[src/gwc_pkg.sv]
// Shared constants, types and tables for the GPS week/time-of-week to calendar pipeline.
package gwc_pkg;

  localparam int NumStages = 9;

  localparam int WeekWidth  = 16;
  localparam int TowWidth   = 30;
  localparam int SecWidth   = 21;
  localparam int DaysWidth  = 21;
  localparam int SodWidth   = 17;
  localparam int SohWidth   = 12;
  localparam int DoeWidth   = 18;
  localparam int EraWidth   = 4;
  localparam int YoeWidth   = 9;
  localparam int DoyWidth   = 9;
  localparam int MpWidth    = 4;

  localparam int DayWidth    = 5;
  localparam int MonthWidth  = 4;
  localparam int YearWidth   = 12;
  localparam int Year2Width  = 7;
  localparam int HourWidth   = 5;
  localparam int MinuteWidth = 6;
  localparam int SecondWidth = 6;

  localparam int DaysPerWeek    = 7;
  localparam int SecsPerDay     = 86400;
  localparam int SecsPerHour    = 3600;
  localparam int SecsPerMin     = 60;
  localparam int MaxDayQuot     = 12;
  localparam int EpochDays      = 3657;
  localparam int CivilShift     = 719468;
  localparam int DaysBase       = EpochDays + CivilShift;
  localparam int DaysPerEra     = 146097;
  localparam int MaxEra         = 8;
  localparam int DaysPerCentury = 36524;
  localparam int MaxCentury     = 4;
  localparam int LastDayOfEra   = 146096;
  localparam int DaysPerYear    = 365;
  localparam int YearsPerCent   = 100;
  localparam int MaxYoeCent     = 3;
  localparam int YearsPerEra    = 400;
  localparam int MonthSpan      = 153;
  localparam int MaxMp          = 11;
  localparam int JanIndex       = 10;
  localparam int MarchMonth     = 3;
  localparam int LastYear2      = 99;

  // Exact reciprocals for the constant divisions over the operand ranges used here.
  localparam logic [30:0] MsRecip     = 31'd1099511628;
  localparam int          MsShift     = 40;
  localparam logic [17:0] HourRecip   = 18'd149131;
  localparam int          HourShift   = 29;
  localparam logic [12:0] MinRecip    = 13'd4370;
  localparam int          MinShift    = 18;
  localparam logic [18:0] Quad4Recip  = 19'd367720;
  localparam int          Quad4Shift  = 29;
  localparam logic [18:0] YearRecip   = 19'd367720;
  localparam int          YearShift   = 27;

  typedef logic [NumStages-1:0] stage_en_t;

  // First day of each March-based month, counted from March 1.
  function automatic logic [DoyWidth-1:0] month_offset(input logic [MpWidth-1:0] mp);
    logic [DoyWidth-1:0] off;
    case (mp)
      4'd0:    off = 9'd0;
      4'd1:    off = 9'd31;
      4'd2:    off = 9'd61;
      4'd3:    off = 9'd92;
      4'd4:    off = 9'd122;
      4'd5:    off = 9'd153;
      4'd6:    off = 9'd184;
      4'd7:    off = 9'd214;
      4'd8:    off = 9'd245;
      4'd9:    off = 9'd275;
      4'd10:   off = 9'd306;
      4'd11:   off = 9'd337;
      default: off = 9'd0;
    endcase
    return off;
  endfunction

endpackage

[src/gwc_time_path.sv]
// Time-of-day pipeline stages: hour, minute and second from seconds of the day.
module gwc_time_path (
  input  logic                                 clk_i,
  input  gwc_pkg::stage_en_t                   en_i,
  input  logic [gwc_pkg::SodWidth-1:0]         sod_i,
  output logic [gwc_pkg::HourWidth-1:0]        hour_o,
  output logic [gwc_pkg::MinuteWidth-1:0]      minute_o,
  output logic [gwc_pkg::SecondWidth-1:0]      second_o
);
  import gwc_pkg::*;

  localparam int HProdWidth = SodWidth + 18;
  localparam int MProdWidth = SohWidth + 13;

  logic [HProdWidth-1:0]  hour_prod;
  logic [MProdWidth-1:0]  min_prod;

  logic [HourWidth-1:0]   hour2_q, hour3_q, hour4_q, hour5_q, hour6_q, hour7_q, hour8_q;
  logic [SodWidth-1:0]    sod2_q;
  logic [SohWidth-1:0]    soh3_q, soh4_q;
  logic [MinuteWidth-1:0] min4_q, min5_q, min6_q, min7_q, min8_q;
  logic [SecondWidth-1:0] sec5_q, sec6_q, sec7_q, sec8_q;

  logic [SodWidth-1:0]    soh3_d;
  logic [SohWidth-1:0]    sec5_d;

  assign hour_prod = HProdWidth'(sod_i) * HProdWidth'(HourRecip);
  assign min_prod  = MProdWidth'(soh3_q) * MProdWidth'(MinRecip);
  assign soh3_d    = sod2_q - SodWidth'(hour2_q) * SodWidth'(SecsPerHour);
  assign sec5_d    = soh4_q - SohWidth'(min4_q) * SohWidth'(SecsPerMin);

  always_ff @(posedge clk_i) begin
    if (en_i[2]) begin
      hour2_q <= hour_prod[HourShift +: HourWidth];
      sod2_q  <= sod_i;
    end
    if (en_i[3]) begin
      soh3_q  <= soh3_d[SohWidth-1:0];
      hour3_q <= hour2_q;
    end
    if (en_i[4]) begin
      min4_q  <= min_prod[MinShift +: MinuteWidth];
      soh4_q  <= soh3_q;
      hour4_q <= hour3_q;
    end
    if (en_i[5]) begin
      sec5_q  <= sec5_d[SecondWidth-1:0];
      min5_q  <= min4_q;
      hour5_q <= hour4_q;
    end
    if (en_i[6]) begin
      sec6_q  <= sec5_q;
      min6_q  <= min5_q;
      hour6_q <= hour5_q;
    end
    if (en_i[7]) begin
      sec7_q  <= sec6_q;
      min7_q  <= min6_q;
      hour7_q <= hour6_q;
    end
    if (en_i[8]) begin
      sec8_q  <= sec7_q;
      min8_q  <= min7_q;
      hour8_q <= hour7_q;
    end
  end

  assign hour_o   = hour8_q;
  assign minute_o = min8_q;
  assign second_o = sec8_q;

endmodule

[src/gwc_date_path.sv]
// Calendar pipeline stages: Gregorian days-to-civil conversion of the shifted day count.
module gwc_date_path (
  input  logic                                 clk_i,
  input  gwc_pkg::stage_en_t                   en_i,
  input  logic [gwc_pkg::DaysWidth-1:0]        days_i,
  output logic [gwc_pkg::DayWidth-1:0]         day_o,
  output logic [gwc_pkg::MonthWidth-1:0]       month_o,
  output logic [gwc_pkg::YearWidth-1:0]        year_o,
  output logic [gwc_pkg::Year2Width-1:0]       year2_o
);
  import gwc_pkg::*;

  localparam int AProdWidth = DoeWidth + 19;
  localparam int YProdWidth = DoeWidth + 19;
  localparam int VWidth     = 11;
  localparam int QuadWidth  = 7;
  localparam int CentWidth  = 3;
  localparam int YcWidth    = 2;

  logic [EraWidth-1:0]   era_d;
  logic [DaysWidth-1:0]  era_base;
  logic [DaysWidth-1:0]  doe_full;
  logic [CentWidth-1:0]  cent_d;
  logic [AProdWidth-1:0] quad_prod;
  logic [DoeWidth-1:0]   t_d;
  logic [YProdWidth-1:0] yoe_prod;
  logic [YcWidth-1:0]    yc_d;
  logic [YoeWidth-1:0]   yc_base;
  logic [DoeWidth-1:0]   off_d;
  logic [YoeWidth-1:0]   ymod_full;
  logic [DoeWidth-1:0]   doy_full;
  logic [DoyWidth-1:0]   doy_d;
  logic [VWidth-1:0]     v_d;
  logic [MpWidth-1:0]    mp_d;
  logic                  late;
  logic [DoyWidth-1:0]   day_full;

  logic [EraWidth-1:0]   era2_q, era3_q, era4_q, era5_q;
  logic [DoeWidth-1:0]   doe2_q, doe3_q, doe4_q, doe5_q, doe6_q;
  logic [QuadWidth-1:0]  quad3_q;
  logic [CentWidth-1:0]  cent3_q;
  logic                  last3_q;
  logic [DoeWidth-1:0]   t4_q;
  logic [YoeWidth-1:0]   yoe5_q;
  logic [DoeWidth-1:0]   off6_q;
  logic [Year2Width-1:0] ymod6_q, ymod7_q;
  logic [YearWidth-1:0]  ybase6_q, ybase7_q;
  logic [DoyWidth-1:0]   doy7_q;
  logic [MpWidth-1:0]    mp7_q;
  logic [DayWidth-1:0]   day8_q;
  logic [MonthWidth-1:0] month8_q;
  logic [YearWidth-1:0]  year8_q;
  logic [Year2Width-1:0] year28_q;

  always_comb begin
    era_d    = '0;
    era_base = '0;
    for (int k = 1; k <= MaxEra; k++) begin
      if (days_i >= DaysWidth'(k * DaysPerEra)) begin
        era_d    = EraWidth'(k);
        era_base = DaysWidth'(k * DaysPerEra);
      end
    end
    doe_full = days_i - era_base;
  end

  always_comb begin
    cent_d = '0;
    for (int k = 1; k <= MaxCentury; k++) begin
      if (doe2_q >= DoeWidth'(k * DaysPerCentury)) begin
        cent_d = CentWidth'(k);
      end
    end
  end

  assign quad_prod = AProdWidth'(doe2_q) * AProdWidth'(Quad4Recip);
  assign t_d       = doe3_q - DoeWidth'(quad3_q) + DoeWidth'(cent3_q) - DoeWidth'(last3_q);
  assign yoe_prod  = YProdWidth'(t4_q) * YProdWidth'(YearRecip);

  always_comb begin
    yc_d    = '0;
    yc_base = '0;
    for (int k = 1; k <= MaxYoeCent; k++) begin
      if (yoe5_q >= YoeWidth'(k * YearsPerCent)) begin
        yc_d    = YcWidth'(k);
        yc_base = YoeWidth'(k * YearsPerCent);
      end
    end
    off_d     = DoeWidth'(yoe5_q) * DoeWidth'(DaysPerYear) + DoeWidth'(yoe5_q >> 2)
              - DoeWidth'(yc_d);
    ymod_full = yoe5_q - yc_base;
  end

  always_comb begin
    doy_full = doe6_q - off6_q;
    doy_d    = doy_full[DoyWidth-1:0];
    v_d      = (VWidth'(doy_d) << 2) + VWidth'(doy_d) + VWidth'(2);
    mp_d     = '0;
    for (int k = 1; k <= MaxMp; k++) begin
      if (v_d >= VWidth'(k * MonthSpan)) begin
        mp_d = MpWidth'(k);
      end
    end
  end

  assign late     = (mp7_q >= MpWidth'(JanIndex));
  assign day_full = doy7_q - month_offset(mp7_q) + DoyWidth'(1);

  always_ff @(posedge clk_i) begin
    if (en_i[2]) begin
      era2_q <= era_d;
      doe2_q <= doe_full[DoeWidth-1:0];
    end
    if (en_i[3]) begin
      quad3_q <= quad_prod[Quad4Shift +: QuadWidth];
      cent3_q <= cent_d;
      last3_q <= (doe2_q == DoeWidth'(LastDayOfEra));
      doe3_q  <= doe2_q;
      era3_q  <= era2_q;
    end
    if (en_i[4]) begin
      t4_q   <= t_d;
      doe4_q <= doe3_q;
      era4_q <= era3_q;
    end
    if (en_i[5]) begin
      yoe5_q <= yoe_prod[YearShift +: YoeWidth];
      doe5_q <= doe4_q;
      era5_q <= era4_q;
    end
    if (en_i[6]) begin
      off6_q   <= off_d;
      ymod6_q  <= ymod_full[Year2Width-1:0];
      ybase6_q <= YearWidth'(yoe5_q) + YearWidth'(era5_q) * YearWidth'(YearsPerEra);
      doe6_q   <= doe5_q;
    end
    if (en_i[7]) begin
      doy7_q   <= doy_d;
      mp7_q    <= mp_d;
      ymod7_q  <= ymod6_q;
      ybase7_q <= ybase6_q;
    end
    if (en_i[8]) begin
      day8_q   <= day_full[DayWidth-1:0];
      month8_q <= late ? (mp7_q - MpWidth'(JanIndex - 1)) : (mp7_q + MpWidth'(MarchMonth));
      year8_q  <= ybase7_q + YearWidth'(late);
      if (late && (ymod7_q == Year2Width'(LastYear2))) begin
        year28_q <= '0;
      end else begin
        year28_q <= ymod7_q + Year2Width'(late);
      end
    end
  end

  assign day_o   = day8_q;
  assign month_o = month8_q;
  assign year_o  = year8_q;
  assign year2_o = year28_q;

endmodule

[src/gps_week_tow_to_calendar_core.sv]
// Top level of the GPS week/time-of-week to calendar date and time-of-day pipeline.
//
//   Channel   Direction  Handshake                 Payload
//   input     in         in_valid_i / in_ready_o   week_number_i, time_of_week_ms_i
//   result    out        out_valid_o / out_ready_i day, month, years, hour, minute, second
//
// One request enters per cycle while in_ready_o is high, and its result is offered once it has
// passed through the nine register stages that split the conversion.
// Reset clears only the stage valid bits; payload registers are not reset.
// A stage holds its contents while the stage after it is full and stalled, and empty
// stages fill behind a stall, so requests keep entering while a result waits, until every stage is full.
module gps_week_tow_to_calendar_core (
  input  logic                                 clk_i,
  input  logic                                 rst_ni,
  input  logic                                 in_valid_i,
  output logic                                 in_ready_o,
  input  logic [gwc_pkg::WeekWidth-1:0]        week_number_i,
  input  logic [gwc_pkg::TowWidth-1:0]         time_of_week_ms_i,
  output logic                                 out_valid_o,
  input  logic                                 out_ready_i,
  output logic [gwc_pkg::DayWidth-1:0]         day_of_month_o,
  output logic [gwc_pkg::MonthWidth-1:0]       month_number_o,
  output logic [gwc_pkg::YearWidth-1:0]        full_year_o,
  output logic [gwc_pkg::Year2Width-1:0]       year_two_digit_o,
  output logic [gwc_pkg::HourWidth-1:0]        hour_of_day_o,
  output logic [gwc_pkg::MinuteWidth-1:0]      minute_of_hour_o,
  output logic [gwc_pkg::SecondWidth-1:0]      second_of_minute_o
);
  import gwc_pkg::*;

  localparam int MsProdWidth = TowWidth + 31;
  localparam int DqWidth     = 4;

  stage_en_t            adv;
  stage_en_t            valid_q;

  logic [MsProdWidth-1:0] ms_prod;
  logic [DaysWidth-1:0]   dbase_d;
  logic [SecWidth-1:0]    sec0_q;
  logic [DaysWidth-1:0]   dbase0_q;

  logic [DqWidth-1:0]     dq_d;
  logic [SecWidth-1:0]    dq_base;
  logic [SecWidth-1:0]    sod_full;
  logic [SodWidth-1:0]    sod1_q;
  logic [DaysWidth-1:0]   days1_q;

  always_comb begin
    adv[NumStages-1] = ~valid_q[NumStages-1] | out_ready_i;
    for (int k = NumStages - 2; k >= 0; k--) begin
      adv[k] = ~valid_q[k] | adv[k+1];
    end
  end

  always_ff @(posedge clk_i or negedge rst_ni) begin
    if (!rst_ni) begin
      valid_q <= '0;
    end else begin
      if (adv[0]) begin
        valid_q[0] <= in_valid_i;
      end
      for (int k = 1; k < NumStages; k++) begin
        if (adv[k]) begin
          valid_q[k] <= valid_q[k-1];
        end
      end
    end
  end

  assign ms_prod = MsProdWidth'(time_of_week_ms_i) * MsProdWidth'(MsRecip);
  assign dbase_d = DaysWidth'(week_number_i) * DaysWidth'(DaysPerWeek) + DaysWidth'(DaysBase);

  always_comb begin
    dq_d    = '0;
    dq_base = '0;
    for (int k = 1; k <= MaxDayQuot; k++) begin
      if (sec0_q >= SecWidth'(k * SecsPerDay)) begin
        dq_d    = DqWidth'(k);
        dq_base = SecWidth'(k * SecsPerDay);
      end
    end
    sod_full = sec0_q - dq_base;
  end

  always_ff @(posedge clk_i) begin
    if (adv[0]) begin
      sec0_q   <= ms_prod[MsShift +: SecWidth];
      dbase0_q <= dbase_d;
    end
    if (adv[1]) begin
      sod1_q  <= sod_full[SodWidth-1:0];
      days1_q <= dbase0_q + DaysWidth'(dq_d);
    end
  end

  gwc_date_path u_date (
    .clk_i   (clk_i),
    .en_i    (adv),
    .days_i  (days1_q),
    .day_o   (day_of_month_o),
    .month_o (month_number_o),
    .year_o  (full_year_o),
    .year2_o (year_two_digit_o)
  );

  gwc_time_path u_time (
    .clk_i    (clk_i),
    .en_i     (adv),
    .sod_i    (sod1_q),
    .hour_o   (hour_of_day_o),
    .minute_o (minute_of_hour_o),
    .second_o (second_of_minute_o)
  );

  assign in_ready_o  = adv[0];
  assign out_valid_o = valid_q[NumStages-1];

endmodule

[config.mk]
export PLATFORM = sky130hd
export DESIGN_NAME = gps_week_tow_to_calendar_core
export DESIGN_NICKNAME = d
export VERILOG_FILES = /design/src/gwc_pkg.sv /design/src/gwc_time_path.sv /design/src/gwc_date_path.sv /design/src/gps_week_tow_to_calendar_core.sv
export SDC_FILE = /design/constraint.sdc
export NUM_CORES = 2
export LEC_CHECK = 0
export BUFFER_PORTS_ARGS = -buffer_cell sky130_fd_sc_hd__buf_2
export CAP_MARGIN = 0
export CORE_AREA = 5 5 340 342
export DETAILED_ROUTE_END_ITERATION = 16
export DIE_AREA = 0 0 345 347
export PLACE_DENSITY = 0.7
export SYNTH_ARGS = -nofsm -noshare
export SYNTH_HDL_FRONTEND = slang
export SYNTH_SLANG_ARGS = --single-unit
[constraint.sdc]
create_clock -name clk_i -period 6.6 [get_ports clk_i]
set_input_delay 0.33 -clock clk_i [delete_from_list [all_inputs] [get_ports clk_i]]
set_output_delay 0.33 -clock clk_i [all_outputs]
set_load 0.05 [all_outputs]
==> results.md <==
- Status: finished, final reports clean
- Warnings, synthesis: 0
- Launching point of the worst reg2reg path: u_date.doe2_q[3]$_DFFE_PP_
- Crit-path most repeated cell: fa_1
- Synth cell types: 82
- Setup TNS: 0 ns
- Area added between synthesis and finish: 11.9%
- Nets: 6,540
- Filler cells: 9,972
- Routed wire per std cell: 15.8 um
- Vias per inst: 4.98
- Gr usage total: 17.0%
- Drt drc: 0
- CTS tree: done
- Clock sinks: 405
- GPL Wtd Cong: 0.905
- Die area: 0.120 mm^2
- Avg Cell Area, Syn: 11.2 um^2
- Worst-Skew Late Latency: 0.60 ns
- Slew @ Worst Pin: 1.16 ns
- Post-synthesis simple-gate area fraction: 5.02%
- Compound-Gate Fraction of Synth Area: 6.32%
- Fin. Hold Viols: 0
- Initial antenna violation count: 6
- Fin area: 0.0559 mm^2
- Most common cell after layout, fill and taps aside: inv_1
- CTS Buffer Depth: 3
- Post-Syn Instances: 4,444
- DRT iter0 DRCs: 1,379
- Fmax: 0.153 GHz
- Num CTS Buffers: 46
- Vias in the first global route: 33,700
- Crit path max fanout: 4
- Synth Area in XOR/XNOR: 3.60%
- Root Buffer Master: clkbuf_16
- Antenna Violating Nets Remaining: 0
- Max cap viols: 0
- Critical path data arrival time: 6.90 ns
- RSZ-0062 raised after global routing: yes
- Ports: 97
- Final Max Slew Viols: 0
- Main combinational cell family by area after synthesis: adder cells
- Inserted Diodes: 0
- Hold_sp: week_number_i[0]
- Syn Nets: 6,212
- Relative slew slack: 22.4%
- Yosys reg bits: 405
- Initial Util: 44.6%
- Final period utilization: 99.3%
- Router iterations before antenna repair: 5
- Post-synth EDFFs: 396
- Row count: 123
- Main flop type after synthesis: edfxtp_1
- Core area: 0.112 mm^2
- Fin crit period: 6.56 ns
- Die Wd: 345 um
- CP endpoint kind: register
- Dpl hpwl: 85,300 um
- Fraction of registers with async set/reset: 2.22%
- Chip Height: 347 um
- Crit path kind: in2reg
- Area of the mapped netlist: 0.0499 mm^2
- Register area share after synthesis: 24.3%
- Total gr overflow: 0
- CP Launch Type: input pin
- Via Count: 31,400
- Crit path largest cell delay: 0.53 ns
- First-pass GRT wire length: 168,000 um
- Crit path from: time_of_week_ms_i[8]
- Post-Route WL: 99,900 um
- H-tree level count: 2
- Synthesized-area fraction occupied by adder cells: 52.2%
- Dpl cell area: 0.0537 mm^2
- Largest net degree at the start of global routing: 54
- # setup viols final: 0
- PortBufs: 96
- Setup Skew: 0.0388 ns
- Commonest cells after routing, fill and taps aside: 1,096 x inv_1, 1,079 x ha_1, 597 x fa_1, 396 x edfxtp_1, 207 x buf_4
- Critical path required time: 6.94 ns
- Clock slew seen by the registers of the worst setup and hold paths: 0.06 ns
- Multiplexer share of the synthesized area: 0.0627%
- Proportion of layout cells with a drive suffix above 1: 10.2%
- Min-Delay Path Class: in2reg
- CP max stage cell: fa_1
stage by stage:
step	std cells	utilization (%)	setup slack [ns]	hold slack, ns
finish	6307	49.9	0.0449	0.114
CTS	6291	49.4	-0.00894	0.0693
global route	6307	49.9	-0.161	0.0956
detailed placement	6205	48.0	-0.702	0.212
global placement	6205	48.0	-0.583	0.209
floorplan	4444	-	0.000306	0.0344
cells in the mapped netlist, types with 23 or more instances:
cell         n  area, um^2
xnor2_1    141        1230
edfxtp_1   396       11900
clkbuf_1    26        97.6
nand2_1    112         420
a21oi_1    145         726
a21o_1      57         428
fa_1       610       12200
a211oi_1    23         173
xor2_1      64         561
nand3_1     45         225
o21ai_0     85         425
inv_1     1100        4130
nor3_1      54         270
nand4_1     30         188
nor2_1     119         447
nor2b_1     30         188
ha_1      1108       13900
metal layers:
metal  routed length [um]  part of all wire [%]  global-route usage, %  vias to the layer above
met1                43400                    43                   22.0                    15400
met5                   11                 0.011                      0                        -
li1                     -                     -                      -                    15300
met3                 3400                   3.4                   1.70                      136
met4                 2160                   2.2                   3.21                        2
met2                50900                    51                   31.1                      516
registers in the layout, summed over array words and instances (netlist names), 7 cells and up:
register / flops
u_date.ybase6_q: 12
sec0_q: 21
u_date.doe5_q: 9
u_date.doe2_q: 18
u_date.off6_q: 9
days1_q: 21
u_time.soh3_q: 12
u_date.year_o: 12
u_date.yoe5_q: 9
dbase0_q: 21
u_date.t4_q: 18
u_time.sod2_q: 12
u_date.year2_o: 7
sod1_q: 17
u_date.doe3_q: 18
valid_q: 9
u_date.ybase7_q: 12
u_date.quad3_q: 7
u_date.doe4_q: 9
u_date.doe6_q: 9
area by class of cell:
cell class	count	area, um^2	area share (%)
Clock buffer	51	1170	2.09
Clock inverter	32	334	0.598
Inverter	1101	4130	7.40
Multi-Input combinational cell	2911	34100	61.0
Sequential cell	405	12100	21.7
Tap cell	1500	1880	3.36
Timing Repair Buffer	307	2130	3.81
what timing repair did:
action | 4_1_cts | 5_1_grt
hold buffers | 2 | 0
setup endpoints to repair | 3 | 16
setup buffers | 1 | 16
gates cloned | 0 | 0
pin swaps | 1 | 20
hold endpoints to repair | 10 | 0
gates resized for setup | 2 | 68
cells by family after synthesis:
logic type / count (synthesis)
compound gates: 482
flops: 405
buf+inv: 1128
xor+xnor: 205
mux: 3
simple gates: 503
fa+ha+maj: 1718
worst paths after layout:
kind	to	slack (ns)	cells past startpoint
max reg2reg	u_date.quad3_q[6]$_DFFE_PP_	0.24	22
max	sec0_q[15]$_DFFE_PP_	0.04	26
min	dbase0_q[0]$_DFFE_PP_	0.11	2
max in group asynchronous	valid_q[6]$_DFFE_PN0P_	6.25	2
min in group asynchronous	valid_q[1]$_DFFE_PN0P_	0.13	2
min reg2reg	u_date.era3_q[2]$_DFFE_PP_	0.39	0
critical path, delay by kind of cell:
kind / cells / cell delay, ns
XOR/XNOR: 1 / 0.05
AND/OR/NAND/NOR: 1 / 0.44
buffers and inverters: 9 / 0.92
adder cells (fa/ha/maj): 9 / 3.81
AO/OA/AOI/OAI: 6 / 1.31
Power is not shown: default switching activity piles up to over one toggle a cycle in this logic, so the estimate is an artifact.
